`config.mk`:
```
export PLATFORM = sky130hd
export DESIGN_NAME = vin_check_digit_validator_unit
export DESIGN_NICKNAME = d
export VERILOG_FILES = /design/src/sv/vcdv_pkg.sv /design/src/sv/vin_check_digit_validator_unit.sv /design/src/sv/vcdv_queue.sv /design/src/sv/vcdv_front.sv /design/src/sv/vcdv_back.sv
export VERILOG_INCLUDE_DIRS = /design/src /design/src/sv
export SDC_FILE = /design/constraint.sdc
export NUM_CORES = 1
export LEC_CHECK = 0
export ABC_AREA = 1
export CORE_ASPECT_RATIO = 1.2
export CORE_MARGIN = 1.5
export CORE_UTILIZATION = 56
export DETAILED_ROUTE_END_ITERATION = 12
export DONT_BUFFER_PORTS = 1
export GPL_TIMING_DRIVEN = 0
export PLACE_DENSITY = 0.86
export SLEW_MARGIN = 40
export SYNTH_ARGS = -nofsm -noshare
export SYNTH_HDL_FRONTEND = slang
export SYNTH_HIERARCHICAL = 1
export SYNTH_SLANG_ARGS = --single-unit
```
`constraint.sdc`:
```
create_clock -name i_clk -period 6.7 [get_ports i_clk]
set_clock_uncertainty 0.2 [all_clocks]
set_input_delay 0.335 -clock i_clk [delete_from_list [all_inputs] [get_ports i_clk]]
set_output_delay 0.335 -clock i_clk [all_outputs]
set_load 0.01 [all_outputs]
```
`src/sv/vin_check_digit_validator_unit_assert.svh`:
```
// ----------------------------------------------------------------------------
// VIN check-digit validator: assertion macros
// Shared property macros, sampled on i_clk and held off while i_rst_n is low.
// ----------------------------------------------------------------------------
`ifndef VIN_CHECK_DIGIT_VALIDATOR_UNIT_ASSERT_SVH
`define VIN_CHECK_DIGIT_VALIDATOR_UNIT_ASSERT_SVH

// Same-cycle implication
`define VCDV_ASSERT_IMPLY(lbl, ante, cons, msg) \
    lbl: assert property (@(posedge i_clk) disable iff (!i_rst_n) (ante) |-> (cons)) \
        else $error(msg);

// Next-cycle implication
`define VCDV_ASSERT_NEXT(lbl, ante, cons, msg) \
    lbl: assert property (@(posedge i_clk) disable iff (!i_rst_n) (ante) |=> (cons)) \
        else $error(msg);

`endif

```
`src/sv/vcdv_pkg.sv`:
```
// ----------------------------------------------------------------------------
// VIN check-digit validator package
// Beat and result types, weight and transliteration tables, status codes.
// ----------------------------------------------------------------------------
`timescale 1ns / 1ps
`default_nettype none

package vcdv_pkg;

    localparam int VIN_LENGTH   = 17;
    localparam int CHECK_POS    = 8;
    localparam int POS_SATURATE = 18;
    localparam int POS_W        = 5;
    localparam int SUM_W        = 10;
    localparam int PROD_W       = 7;
    localparam int NUM_LETTERS  = 26;

    // Queue between front and back
    localparam int QUEUE_DEPTH = 4;
    localparam int QUEUE_AW    = $clog2(QUEUE_DEPTH);
    localparam int QUEUE_CW    = $clog2(QUEUE_DEPTH + 1);

    // sum / 11 by reciprocal: floor(sum * 93 / 1024) is floor(sum/11) or one less
    localparam int MOD_RECIP = 93;
    localparam int MOD_SHIFT = 10;
    localparam int MODULUS   = 11;

    localparam logic [7:0] ASCII_ZERO = 8'h30;
    localparam logic [7:0] ASCII_X    = 8'h58;

    localparam logic [1:0] STATUS_OK       = 2'd0;
    localparam logic [1:0] STATUS_BAD_LEN  = 2'd1;
    localparam logic [1:0] STATUS_BAD_CHAR = 2'd2;
    localparam logic [1:0] STATUS_MISMATCH = 2'd3;

    localparam logic [3:0] POS_WEIGHT [VIN_LENGTH] =
        '{4'd8, 4'd7, 4'd6, 4'd5, 4'd4, 4'd3, 4'd2, 4'd10, 4'd0,
          4'd9, 4'd8, 4'd7, 4'd6, 4'd5, 4'd4, 4'd3, 4'd2};

    localparam logic [3:0] LETTER_VALUE [NUM_LETTERS] =
        '{4'd1, 4'd2, 4'd3, 4'd4, 4'd5, 4'd6, 4'd7, 4'd8, 4'd9,
          4'd1, 4'd2, 4'd3, 4'd4, 4'd5, 4'd6, 4'd7, 4'd8, 4'd9,
          4'd2, 4'd3, 4'd4, 4'd5, 4'd6, 4'd7, 4'd8, 4'd9};

    typedef struct packed {
        logic [7:0] char_code;
        logic       end_of_string;
    } t_in_item;

    typedef struct packed {
        logic       is_valid;
        logic [1:0] status_code;
    } t_out_item;

    // One classified character
    typedef struct packed {
        logic [PROD_W-1:0] prod;
        logic              bad;
        logic              chk;
        logic [7:0]        chr;
        logic              last;
        logic              len_ok;
    } t_beat;

    typedef struct packed {
        logic empty;
        logic full;
    } t_qstat;

endpackage

`default_nettype wire

```
`src/sv/vin_check_digit_validator_unit.sv`:
```
// ----------------------------------------------------------------------------
// VIN check-digit validator
// Mod-11 check of a 17-character identification string, one byte a beat.
//
//   Channel  Direction  Handshake              Payload
//   input    in         push / full            i_item   (char_code, end_of_string)
//   result   out        empty / pop            o_result (is_valid, status_code)
//
// One character beat is taken every cycle while full is low; the front
// classifies it in the cycle it arrives and the back accumulates it
// after it has passed through a four-beat queue.
// After its last beat is taken, a string's result is carried through the
// queue, the finish register and the result register.
// Reset clears the position, the sums and all valid flags.
// A held result stalls the back once the finish register is also full;
// the front keeps taking beats until the queue fills.
// ----------------------------------------------------------------------------
`timescale 1ns / 1ps
`default_nettype none

`include "vin_check_digit_validator_unit_assert.svh"

module vin_check_digit_validator_unit (
    input  wire logic               i_clk,
    input  wire logic               i_rst_n,
    input  wire logic               push,
    output logic                    full,
    input  wire vcdv_pkg::t_in_item i_item,
    output logic                    empty,
    input  wire logic               pop,
    output vcdv_pkg::t_out_item     o_result
);

    logic               w_q_wr, w_q_rd;
    vcdv_pkg::t_beat    w_wr_beat, w_rd_beat;
    vcdv_pkg::t_qstat   w_qstat;

    assign full = w_qstat.full;

    // Classify incoming characters
    vcdv_front u_front (
        .i_clk   (i_clk),
        .i_rst_n (i_rst_n),
        .i_push  (push),
        .i_item  (i_item),
        .i_qstat (w_qstat),
        .o_wr    (w_q_wr),
        .o_beat  (w_wr_beat)
    );

    // Decouple front and back
    vcdv_queue u_queue (
        .i_clk     (i_clk),
        .i_rst_n   (i_rst_n),
        .i_wr      (w_q_wr),
        .i_wr_data (w_wr_beat),
        .i_rd      (w_q_rd),
        .o_rd_data (w_rd_beat),
        .o_stat    (w_qstat)
    );

    // Accumulate and report
    vcdv_back u_back (
        .i_clk    (i_clk),
        .i_rst_n  (i_rst_n),
        .i_qstat  (w_qstat),
        .i_beat   (w_rd_beat),
        .o_rd     (w_q_rd),
        .empty    (empty),
        .pop      (pop),
        .o_result (o_result)
    );

    // Checks
    `VCDV_ASSERT_NEXT(a_push_lands, push && !full, !w_qstat.empty, "accepted beat missing from queue")
    `VCDV_ASSERT_IMPLY(a_rd_nonempty, w_q_rd, !w_qstat.empty, "back read an empty queue")
    `VCDV_ASSERT_IMPLY(a_wr_room, w_q_wr, !w_qstat.full, "front wrote a full queue")
    `VCDV_ASSERT_IMPLY(a_valid_status, !empty, o_result.is_valid == (o_result.status_code == vcdv_pkg::STATUS_OK), "is_valid disagrees with status")

endmodule

`default_nettype wire

```
`src/sv/vcdv_queue.sv`:
```
// ----------------------------------------------------------------------------
// VIN check-digit validator: beat queue
// Small FIFO of classified beats between the front and the back.
// ----------------------------------------------------------------------------
`timescale 1ns / 1ps
`default_nettype none

module vcdv_queue (
    input  wire logic           i_clk,
    input  wire logic           i_rst_n,
    input  wire logic           i_wr,
    input  wire vcdv_pkg::t_beat i_wr_data,
    input  wire logic           i_rd,
    output vcdv_pkg::t_beat     o_rd_data,
    output vcdv_pkg::t_qstat    o_stat
);

    vcdv_pkg::t_beat                   r_mem [vcdv_pkg::QUEUE_DEPTH];
    logic [vcdv_pkg::QUEUE_AW-1:0]     r_wr_ptr, n_wr_ptr;
    logic [vcdv_pkg::QUEUE_AW-1:0]     r_rd_ptr, n_rd_ptr;
    logic [vcdv_pkg::QUEUE_CW-1:0]     r_count, n_count;
    logic                              w_wr_en, w_rd_en;

    // Qualify the moves against the fill level
    assign w_wr_en = i_wr && (r_count != vcdv_pkg::QUEUE_CW'(vcdv_pkg::QUEUE_DEPTH));
    assign w_rd_en = i_rd && (r_count != '0);

    // Advance pointers and count
    always_comb begin
        n_wr_ptr = r_wr_ptr;
        n_rd_ptr = r_rd_ptr;
        n_count  = r_count;
        if (w_wr_en) begin
            n_wr_ptr = r_wr_ptr + 1'b1;
        end
        if (w_rd_en) begin
            n_rd_ptr = r_rd_ptr + 1'b1;
        end
        if (w_wr_en && !w_rd_en) begin
            n_count = r_count + 1'b1;
        end else if (!w_wr_en && w_rd_en) begin
            n_count = r_count - 1'b1;
        end
    end

    always_ff @(posedge i_clk) begin
        if (!i_rst_n) begin
            r_wr_ptr <= '0;
            r_rd_ptr <= '0;
            r_count  <= '0;
        end else begin
            r_wr_ptr <= n_wr_ptr;
            r_rd_ptr <= n_rd_ptr;
            r_count  <= n_count;
        end
    end

    // Store the incoming beat
    always_ff @(posedge i_clk) begin
        if (w_wr_en) begin
            r_mem[r_wr_ptr] <= i_wr_data;
        end
    end

    assign o_rd_data    = r_mem[r_rd_ptr];
    assign o_stat.empty = (r_count == '0);
    assign o_stat.full  = (r_count == vcdv_pkg::QUEUE_CW'(vcdv_pkg::QUEUE_DEPTH));

endmodule

`default_nettype wire

```
`src/sv/vcdv_front.sv`:
```
// ----------------------------------------------------------------------------
// VIN check-digit validator: front end
// Tracks the character position, classifies each byte and forms its
// weighted value, and writes one beat per accepted character to the queue.
// ----------------------------------------------------------------------------
`timescale 1ns / 1ps
`default_nettype none

module vcdv_front (
    input  wire logic               i_clk,
    input  wire logic               i_rst_n,
    input  wire logic               i_push,
    input  wire vcdv_pkg::t_in_item i_item,
    input  wire vcdv_pkg::t_qstat   i_qstat,
    output logic                    o_wr,
    output vcdv_pkg::t_beat         o_beat
);

    logic [vcdv_pkg::POS_W-1:0] r_pos, n_pos;
    logic [7:0]                 w_chr, w_upper;
    logic                       w_digit, w_lower, w_letter, w_excluded, w_ok;
    logic                       w_in_range;
    logic [4:0]                 w_idx;
    logic [3:0]                 w_value, w_weight;
    logic [7:0]                 w_prod;

    assign o_wr  = i_push && !i_qstat.full;
    assign w_chr = i_item.char_code;

    // Classify the byte
    always_comb begin
        w_digit    = (w_chr inside {[8'h30:8'h39]});
        w_lower    = (w_chr inside {[8'h61:8'h7A]});
        w_upper    = w_lower ? (w_chr & 8'hDF) : w_chr;
        w_letter   = (w_upper inside {[8'h41:8'h5A]});
        w_excluded = (w_upper inside {8'h49, 8'h4F, 8'h51});
        w_ok       = w_digit || (w_letter && !w_excluded);
        w_idx      = w_upper[4:0] - 5'd1;
        if (w_digit) begin
            w_value = w_chr[3:0];
        end else if (w_letter && (w_idx < 5'(vcdv_pkg::NUM_LETTERS))) begin
            w_value = vcdv_pkg::LETTER_VALUE[w_idx];
        end else begin
            w_value = 4'd0;
        end
    end

    // Look up the position weight and form the product
    always_comb begin
        w_in_range = (r_pos < vcdv_pkg::POS_W'(vcdv_pkg::VIN_LENGTH));
        w_weight   = w_in_range ? vcdv_pkg::POS_WEIGHT[r_pos] : 4'd0;
        w_prod     = (w_in_range && w_ok) ? (8'(w_value) * 8'(w_weight)) : 8'd0;
    end

    // Build the beat
    always_comb begin
        o_beat.prod   = w_prod[vcdv_pkg::PROD_W-1:0];
        o_beat.bad    = w_in_range && !w_ok;
        o_beat.chk    = (r_pos == vcdv_pkg::POS_W'(vcdv_pkg::CHECK_POS));
        o_beat.chr    = w_chr;
        o_beat.last   = i_item.end_of_string;
        o_beat.len_ok = (r_pos == vcdv_pkg::POS_W'(vcdv_pkg::VIN_LENGTH - 1));
    end

    // Advance the position, saturating, and restart after the last character
    always_comb begin
        n_pos = r_pos;
        if (o_wr) begin
            if (i_item.end_of_string) begin
                n_pos = '0;
            end else if (r_pos < vcdv_pkg::POS_W'(vcdv_pkg::POS_SATURATE)) begin
                n_pos = r_pos + 1'b1;
            end
        end
    end

    always_ff @(posedge i_clk) begin
        if (!i_rst_n) begin
            r_pos <= '0;
        end else begin
            r_pos <= n_pos;
        end
    end

endmodule

`default_nettype wire

```
`src/sv/vcdv_back.sv`:
```
// ----------------------------------------------------------------------------
// VIN check-digit validator: back end
// Accumulates weighted values, latches the finished string, reduces the
// sum mod 11 and holds the result until it is taken.
// ----------------------------------------------------------------------------
`timescale 1ns / 1ps
`default_nettype none

module vcdv_back (
    input  wire logic               i_clk,
    input  wire logic               i_rst_n,
    input  wire vcdv_pkg::t_qstat   i_qstat,
    input  wire vcdv_pkg::t_beat    i_beat,
    output logic                    o_rd,
    output logic                    empty,
    input  wire logic               pop,
    output vcdv_pkg::t_out_item     o_result
);

    logic [vcdv_pkg::SUM_W-1:0] r_sum, n_sum;
    logic                       r_bad, n_bad;
    logic [7:0]                 r_chk, n_chk;

    logic                       r_fin_valid;
    logic [vcdv_pkg::SUM_W-1:0] r_fin_sum;
    logic                       r_fin_bad;
    logic [7:0]                 r_fin_chk;
    logic                       r_fin_len_ok;

    logic                       r_out_valid;
    vcdv_pkg::t_out_item        r_out;

    logic                       w_out_free, w_fin_free;
    logic [16:0]                w_mul;
    logic [6:0]                 w_quot;
    logic [vcdv_pkg::SUM_W-1:0] w_quot11, w_diff;
    logic [4:0]                 w_rem_raw;
    logic [3:0]                 w_rem;
    logic [7:0]                 w_expect;
    logic [1:0]                 w_status;

    // Stall control from the result side back to the queue
    assign w_out_free = !r_out_valid || pop;
    assign w_fin_free = !r_fin_valid || w_out_free;
    assign o_rd       = !i_qstat.empty && w_fin_free;

    // Accumulate the string
    always_comb begin
        n_sum = r_sum + vcdv_pkg::SUM_W'(i_beat.prod);
        n_bad = r_bad || i_beat.bad;
        n_chk = i_beat.chk ? i_beat.chr : r_chk;
    end

    always_ff @(posedge i_clk) begin
        if (!i_rst_n) begin
            r_sum <= '0;
            r_bad <= 1'b0;
            r_chk <= '0;
        end else if (o_rd) begin
            if (i_beat.last) begin
                r_sum <= '0;
                r_bad <= 1'b0;
                r_chk <= '0;
            end else begin
                r_sum <= n_sum;
                r_bad <= n_bad;
                r_chk <= n_chk;
            end
        end
    end

    // Latch the finished string
    always_ff @(posedge i_clk) begin
        if (!i_rst_n) begin
            r_fin_valid <= 1'b0;
        end else if (o_rd && i_beat.last) begin
            r_fin_valid <= 1'b1;
        end else if (r_fin_valid && w_out_free) begin
            r_fin_valid <= 1'b0;
        end
    end

    always_ff @(posedge i_clk) begin
        if (o_rd && i_beat.last) begin
            r_fin_sum    <= n_sum;
            r_fin_bad    <= n_bad;
            r_fin_chk    <= n_chk;
            r_fin_len_ok <= i_beat.len_ok;
        end
    end

    // Reduce mod 11 by reciprocal, then correct once
    always_comb begin
        w_mul     = 17'(r_fin_sum) * 17'(vcdv_pkg::MOD_RECIP);
        w_quot    = w_mul[16:vcdv_pkg::MOD_SHIFT];
        w_quot11  = {w_quot, 3'b000} + {1'b0, w_quot, 2'b00} - vcdv_pkg::SUM_W'(w_quot);
        w_diff    = r_fin_sum - w_quot11;
        w_rem_raw = w_diff[4:0];
        if (w_rem_raw >= 5'(vcdv_pkg::MODULUS)) begin
            w_rem = 4'(w_rem_raw - 5'(vcdv_pkg::MODULUS));
        end else begin
            w_rem = w_rem_raw[3:0];
        end
        w_expect = (w_rem == 4'd10) ? vcdv_pkg::ASCII_X : (vcdv_pkg::ASCII_ZERO + 8'(w_rem));
    end

    // Pick the status: length, then character, then check digit
    always_comb begin
        if (!r_fin_len_ok) begin
            w_status = vcdv_pkg::STATUS_BAD_LEN;
        end else if (r_fin_bad) begin
            w_status = vcdv_pkg::STATUS_BAD_CHAR;
        end else if (r_fin_chk != w_expect) begin
            w_status = vcdv_pkg::STATUS_MISMATCH;
        end else begin
            w_status = vcdv_pkg::STATUS_OK;
        end
    end

    // Hold the result until popped
    always_ff @(posedge i_clk) begin
        if (!i_rst_n) begin
            r_out_valid <= 1'b0;
        end else if (r_fin_valid && w_out_free) begin
            r_out_valid <= 1'b1;
        end else if (pop) begin
            r_out_valid <= 1'b0;
        end
    end

    always_ff @(posedge i_clk) begin
        if (r_fin_valid && w_out_free) begin
            r_out.is_valid    <= (w_status == vcdv_pkg::STATUS_OK);
            r_out.status_code <= w_status;
        end
    end

    assign empty    = !r_out_valid;
    assign o_result = r_out;

endmodule

`default_nettype wire
```
==> flow_summary.ini, run 1 <==
[outcome]
outcome = complete, but fails checks
violations = negative setup slack

[routing]
drc = 0
wirelength_um = 20440
drt_iter0_drc = 492
firstDrtPassIters = 5
met1_length_um = 7546
via_per_inst = 5.594
routed-via-count = 6864
wl_met3_um = 1022
detail-route-antenna-nets = 0
highest_layer = met4
met2_length_um = 10900
wire_per_inst_um = 16.66

[logic_synthesis]
synth_compound_area_share_pct = 9.197
syn_area_per_cell_um2 = 9.103
synthTopCellsByArea = edfxtp_1 35%, ha_1 11%, dfxtp_1 8.2%
ys_warn_count = 6
synth-adder-area-share_pct = 17.90
synth_edf_count = 99
synth_top_family_by_area = adder cells
syn-cell-area_mm2 = 0.008557
syn-num-nets = 1058
synth.ff_latch_count = 134
ys_seq_area_share_pct = 42.93
yosysTopAreaCellShare_pct = 34.74
yosys.area_share.simple_pct = 17.44
yosys.area.top_type = edfxtp_1
synthArstFlopShare_pct = 0
synth_ff_type = edfxtp_1
synth_xor_area_share_pct = 2.149
ys_types = 42
synthCells = 940
synth_mux_area_share_pct = 1.053

[die]
fp.dieW_um = 115.8
num_rows = 49
pin_count = 18
start_util_pct = 57.20
core_region_area_mm2 = 0.01496
die_area_mm2 = 0.01603
dieHeight_um = 138.4

[min_path]
min_from = push
worstHoldEndpoint = u_queue/r_wr_ptr[1]
whs_path_depth = 5
min_path_type = input pin to register

[global_route]
grt_pass1_vias = 7185
grt_antenna_before_repair = 0
grt_max_degree = 22
grt_pass1_wl_um = 32660
grt-ovfl-total = 0
track_usage_pct = 26.26

[timing]
rsz0062_at_grt = true
period_needed_ns = 7.011
slew_viol_final = 0
period_share_pct = 104.6
max_freq_ghz = 0.1426
hold_viol_final = 0
report.final.setup_viol = 3
fin_ws_ns = -0.3105
tightest_slew_ns = 0.7925
fin_tns_setup_ns = -0.8334
slew_headroom_pct = 46.68

[place]
gp_congestion = 0.9144
post-dp-hpwl_um = 12190
port_buffers = 0

[clocking]
cts.clk_slew.worst_paths_ns = 0.06
cts.sinks = 134
cts_root_buf = clkbuf_16
cts_tree = built
insertion_delay_ns = 0.42
cts_buffers = 17
htree_levels = 4
cts_max_path_buffers = 2

[cells_and_area]
fill_cells = 1009
drive_above_1_share_pct = 19.45
final_cell_mix = 154 x nand2_1, 143 x inv_1, 99 x edfxtp_1
area_growth_pct = 19.40
fin_nets = 1128
n_antenna_cell = 0
layout_commonest_cell = nand2_1

[worst_setup_path]
required_ns = 6.68
ff2ff_setup_slack_ns = -0.31
r2r_end = u_back/o_result[1]
worst-path-max-fanout = 6
cp-start-kind = register
crit_path_end_kind = register
critPathSlowestCell = fa_1
max_stage_delay_ns = 0.52
worst_path_most_repeated_cell = fa_1
critPathKind = register to register
r2r_cells = 35
critPathLaunch = u_back/r_fin_sum[4]
arrival_ns = 6.99
rr_startpoint = u_back/r_fin_sum[4]

[flow_run]
maxCapViolCount = 0
## critical path: cells and delay by family (launching register included)
family	cells	cell delay, ns
DFF	1	0.50
adders and majority gates	8	3.31
buffers and inverters	8	0.54
xor gates and xnor gates	1	0.19
and+or+nand+nor	15	1.52
AOI/OAI and AO/OA	3	0.50
## stage by stage
stage | hold slack [ns] | setup WS [ns] | cell area [um2] | util, % | cells
final | 0.09362 | -0.3105 | 10220 | 68.30 | 1227
after global routing | 0.1366 | -0.6402 | 10220 | 68.30 | 1227
after CTS | 0.07487 | 0.003531 | 9998 | 66.84 | 1222
after detailed placement | 0.2575 | -0.6913 | 8876 | 59.33 | 1146
after global placement | 0.2486 | -0.5029 | 8812 | 58.91 | 1144
after floorplan | 0.2406 | 0.008595 | 8557 | - | 940
## cell families (layout without fill, tap and decap cells)
family	after synthesis	after routing
compound gates	140	140
xor+xnor	21	21
flops	134	134
simple gates	348	348
mux	8	8
buf+inv	184	267
fa+ha+maj	105	105
## sequential cells by signal (all words and copies together) (netlist names), named ones only
register             count
u_back/r_fin_len_ok      1
u_back/r_out_valid       1
u_back/o_result          3
u_back/r_sum            10
u_queue/r_mem           76
u_back/r_fin_bad         1
u_back/r_chk             8
u_back/r_fin_valid       1
u_queue/r_wr_ptr         2
u_queue/r_rd_ptr         2
u_back/r_fin_sum        10
u_back/r_bad             1
u_front/r_pos            5
u_back/r_fin_chk         8
u_queue/r_count          3
## how the worst max path moves through the flow
stage                                     to  slack [ns]  cells after the start
after floorplan           u_back/o_result[1]       0.009                     34
after global placement    u_back/o_result[1]       -0.50                     34
after detailed placement  u_back/o_result[1]       -0.69                     34
after CTS                 u_back/o_result[1]       0.004                     37
after global routing      u_back/o_result[1]       -0.64                     42
final                     u_back/o_result[1]       -0.31                     35
## per-layer routing
metal / GRT usage (%) / vias up
met5: 0 / -
met4: 15.15 / 0
met3: 6.225 / 89
met2: 46.81 / 281
met1: 27.70 / 3267
li1: - / 3227
## cell usage after synthesis (18+ instances only)
library cell  count
a21oi_1          47
dfxtp_1          35
edfxtp_1         99
fa_1             29
ha_1             76
inv_1           151
nand2_1         171
nand3_1          42
nor2_1           91
o21ai_0          50
o22ai_1          20
xor2_1           18
## layout make-up
class                   count  area (um2)  area share [%]
multi-input cells         622        4498           44.02
flip-flops and latches    134        3674           35.95
inverters                 156       585.6           5.731
clock buffers              19       452.9           4.433
repair buffers             51       444.2           4.347
well taps                 204       255.2           2.498
plain buffers              28       212.7           2.082
clock inverters            13       95.09          0.9307
## what timing repair did
item,CTS,global route
setup endpoints to repair,3,3
hold buffers,11,0
buffers inserted,33,6
pin swaps,37,35
endpoints found under the hold margin,52,0
gates resized for setup,33,44
Power of run 1 is left out: the tool's default activity adds up to more than one toggle a clock period on the data nets, which glitch-free logic cannot reach.
==> run 2: changes to the inputs <==
--- a/config.mk
+++ b/config.mk
@@ -14,5 +14,5 @@
 export DONT_BUFFER_PORTS = 1
 export GPL_TIMING_DRIVEN = 0
-export PLACE_DENSITY = 0.86
+export PLACE_DENSITY_LB_ADDON = 0.3
 export SLEW_MARGIN = 40
 export SYNTH_ARGS = -nofsm -noshare
--- a/constraint.sdc
+++ b/constraint.sdc
@@ -3,3 +3,3 @@
 set_input_delay 0.335 -clock i_clk [delete_from_list [all_inputs] [get_ports i_clk]]
 set_output_delay 0.335 -clock i_clk [all_outputs]
-set_load 0.01 [all_outputs]
+set_load 0.02 [all_outputs]
==> flow_summary.ini, run 2 (synthesized netlist as in run 1, its figures left out) <==
[cells_and_area]
reg_top3 = u_queue/r_mem: 76 flops, u_back/r_fin_sum: 10 flops, u_back/r_sum: 10 flops
fin_cells = 1220
largest_register_ffs = 76
area_growth_pct = 18.54
fill_cells = 1142
multiInputGateArea_mm2 = 0.004399
regMostFlops = u_queue/r_mem
regArea_mm2 = 0.003674
layout_commonest_cell = nand2_1
fin_nets = 1121
n_antenna_cell = 0
final_cell_mix = 160 x nand2_1, 147 x inv_1, 99 x edfxtp_1
drive_above_1_share_pct = 17.52

[timing]
whs_ns = 0.1050
hold_viol_final = 0
fin_tns_setup_ns = -0.006612
slew_viol_final = 0
max_freq_ghz = 0.1491
tightest_slew_ns = 0.7710
rsz0062_at_grt = true
period_needed_ns = 6.707
period_share_pct = 100.1
slew_headroom_pct = 48.29
report.final.setup_viol = 1
fin_ws_ns = -0.006612

[outcome]
outcome = complete, but fails checks
violations = negative setup slack

[routing]
firstDrtPassIters = 5
drc = 0
drt_iter0_drc = 282
detail-route-antenna-nets = 0
routed-via-count = 6504
via_per_inst = 5.331
wire_per_inst_um = 14.91
wirelength_um = 18190

[global_route]
grt_pass1_vias = 6599
grt_pass1_wl_um = 29260
grt_antenna_before_repair = 0
track_usage_pct = 23.29
grt-ovfl-total = 0
grt_max_degree = 22

[place]
gp_congestion = 0.8646
pre_cts_ws_ns = -0.7478
port_buffers = 0
post-dp-hpwl_um = 12470
placed_cells = 1148

[die]
start_util_pct = 57.20
core_region_area_mm2 = 0.01496
pin_count = 18
dieHeight_um = 138.4
num_rows = 49
die_area_mm2 = 0.01603
fp.dieW_um = 115.8

[clocking]
cts_root_buf = clkbuf_16
cts.sinks = 134
cts_tree = built
cts_buffers = 17
htree_levels = 4
cts.clk_slew.worst_paths_ns = 0.06
insertion_delay_ns = 0.41
cts_max_path_buffers = 2

[worst_setup_path]
critPathTopFamily = adder cells
crit_path_end_kind = register
critPathKind = register to register
max_stage_delay_ns = 0.54
worst-path-max-fanout = 6
cp-start-kind = register
required_ns = 6.67
arrival_ns = 6.68
timing.critical_path.buf_inv = 8
critPathSlowestCell = fa_1

[flow_run]
maxCapViolCount = 0

[min_path]
min_path_type = input pin to register
run 2: changes by cell type in the layout (fill, tap and decap cells not counted), moves of 3 or more:
cell       delta
inv_2         -4
inv_1         +4
buf_8         +3
buf_6         -4
nand3_1       +3
buf_4         -6
bufinv_16     +3
nand2_4       -4
nand2_1       +6
run 2: stage by stage:
| step | utilization [%] | instance area, um2 |
|---|---|---|
| 6_report | 67.81 | 10140 |
| 5_1_grt | 67.81 | 10140 |
| 4_1_cts | 67.20 | 10050 |
| 3_5_place_dp | 59.56 | 8910 |
| 3_3_place_gp | 58.91 | 8812 |
| 2_1_floorplan | - | 8557 |
run 2: path summary, 6_finish.rpt:
path                       startpoint                   to  slack, ns  depth (start not counted)
setup / recovery  u_back/r_fin_sum[5]   u_back/o_result[1]     -0.007                         36
hold / removal                   push  u_queue/r_wr_ptr[0]       0.11                          5
setup reg to reg  u_back/r_fin_sum[5]   u_back/o_result[1]     -0.007                         36
hold reg to reg       u_back/r_chk[1]      u_back/r_chk[1]       0.27                          2
run 2: worst register-to-register path: cells and delay by family, from the launching register on:
kind	cells	cell delay [ns]
compound gates	3	0.48
xor+xnor	1	0.17
fa+ha+maj	8	3.18
buf+inv	8	0.52
flops	1	0.52
simple gates	16	1.41
run 2: repair_timing:
item                                   in CTS  in global routing
buffers inserted                           27                  3
hold buffers                               11                  0
pin swaps                                  41                 11
endpoints found under the hold margin      52                  0
resized for setup                          35                 17
setup endpoints to repair                   3                  3
run 2: final cells by class:
| type | instances | area share (%) |
|---|---|---|
| well taps | 204 | 2.516 |
| multi-input cells | 622 | 43.37 |
| flip-flops and latches | 134 | 36.22 |
| repair buffers | 44 | 3.935 |
| clock buffers | 17 | 4.194 |
| clock inverters | 15 | 1.900 |
| plain buffers | 28 | 2.097 |
| inverters | 156 | 5.773 |
run 2: routing by layer:
layer | vias up | global-route usage (%) | wire length, um
li1 | 3213 | - | -
met1 | 3105 | 24.72 | 7106
met2 | 145 | 43.50 | 9952
met3 | 41 | 4.253 | 564
met4 | 0 | 10.85 | 564
met5 | - | 0 | 0
Power of run 2 is left out for the same reason.
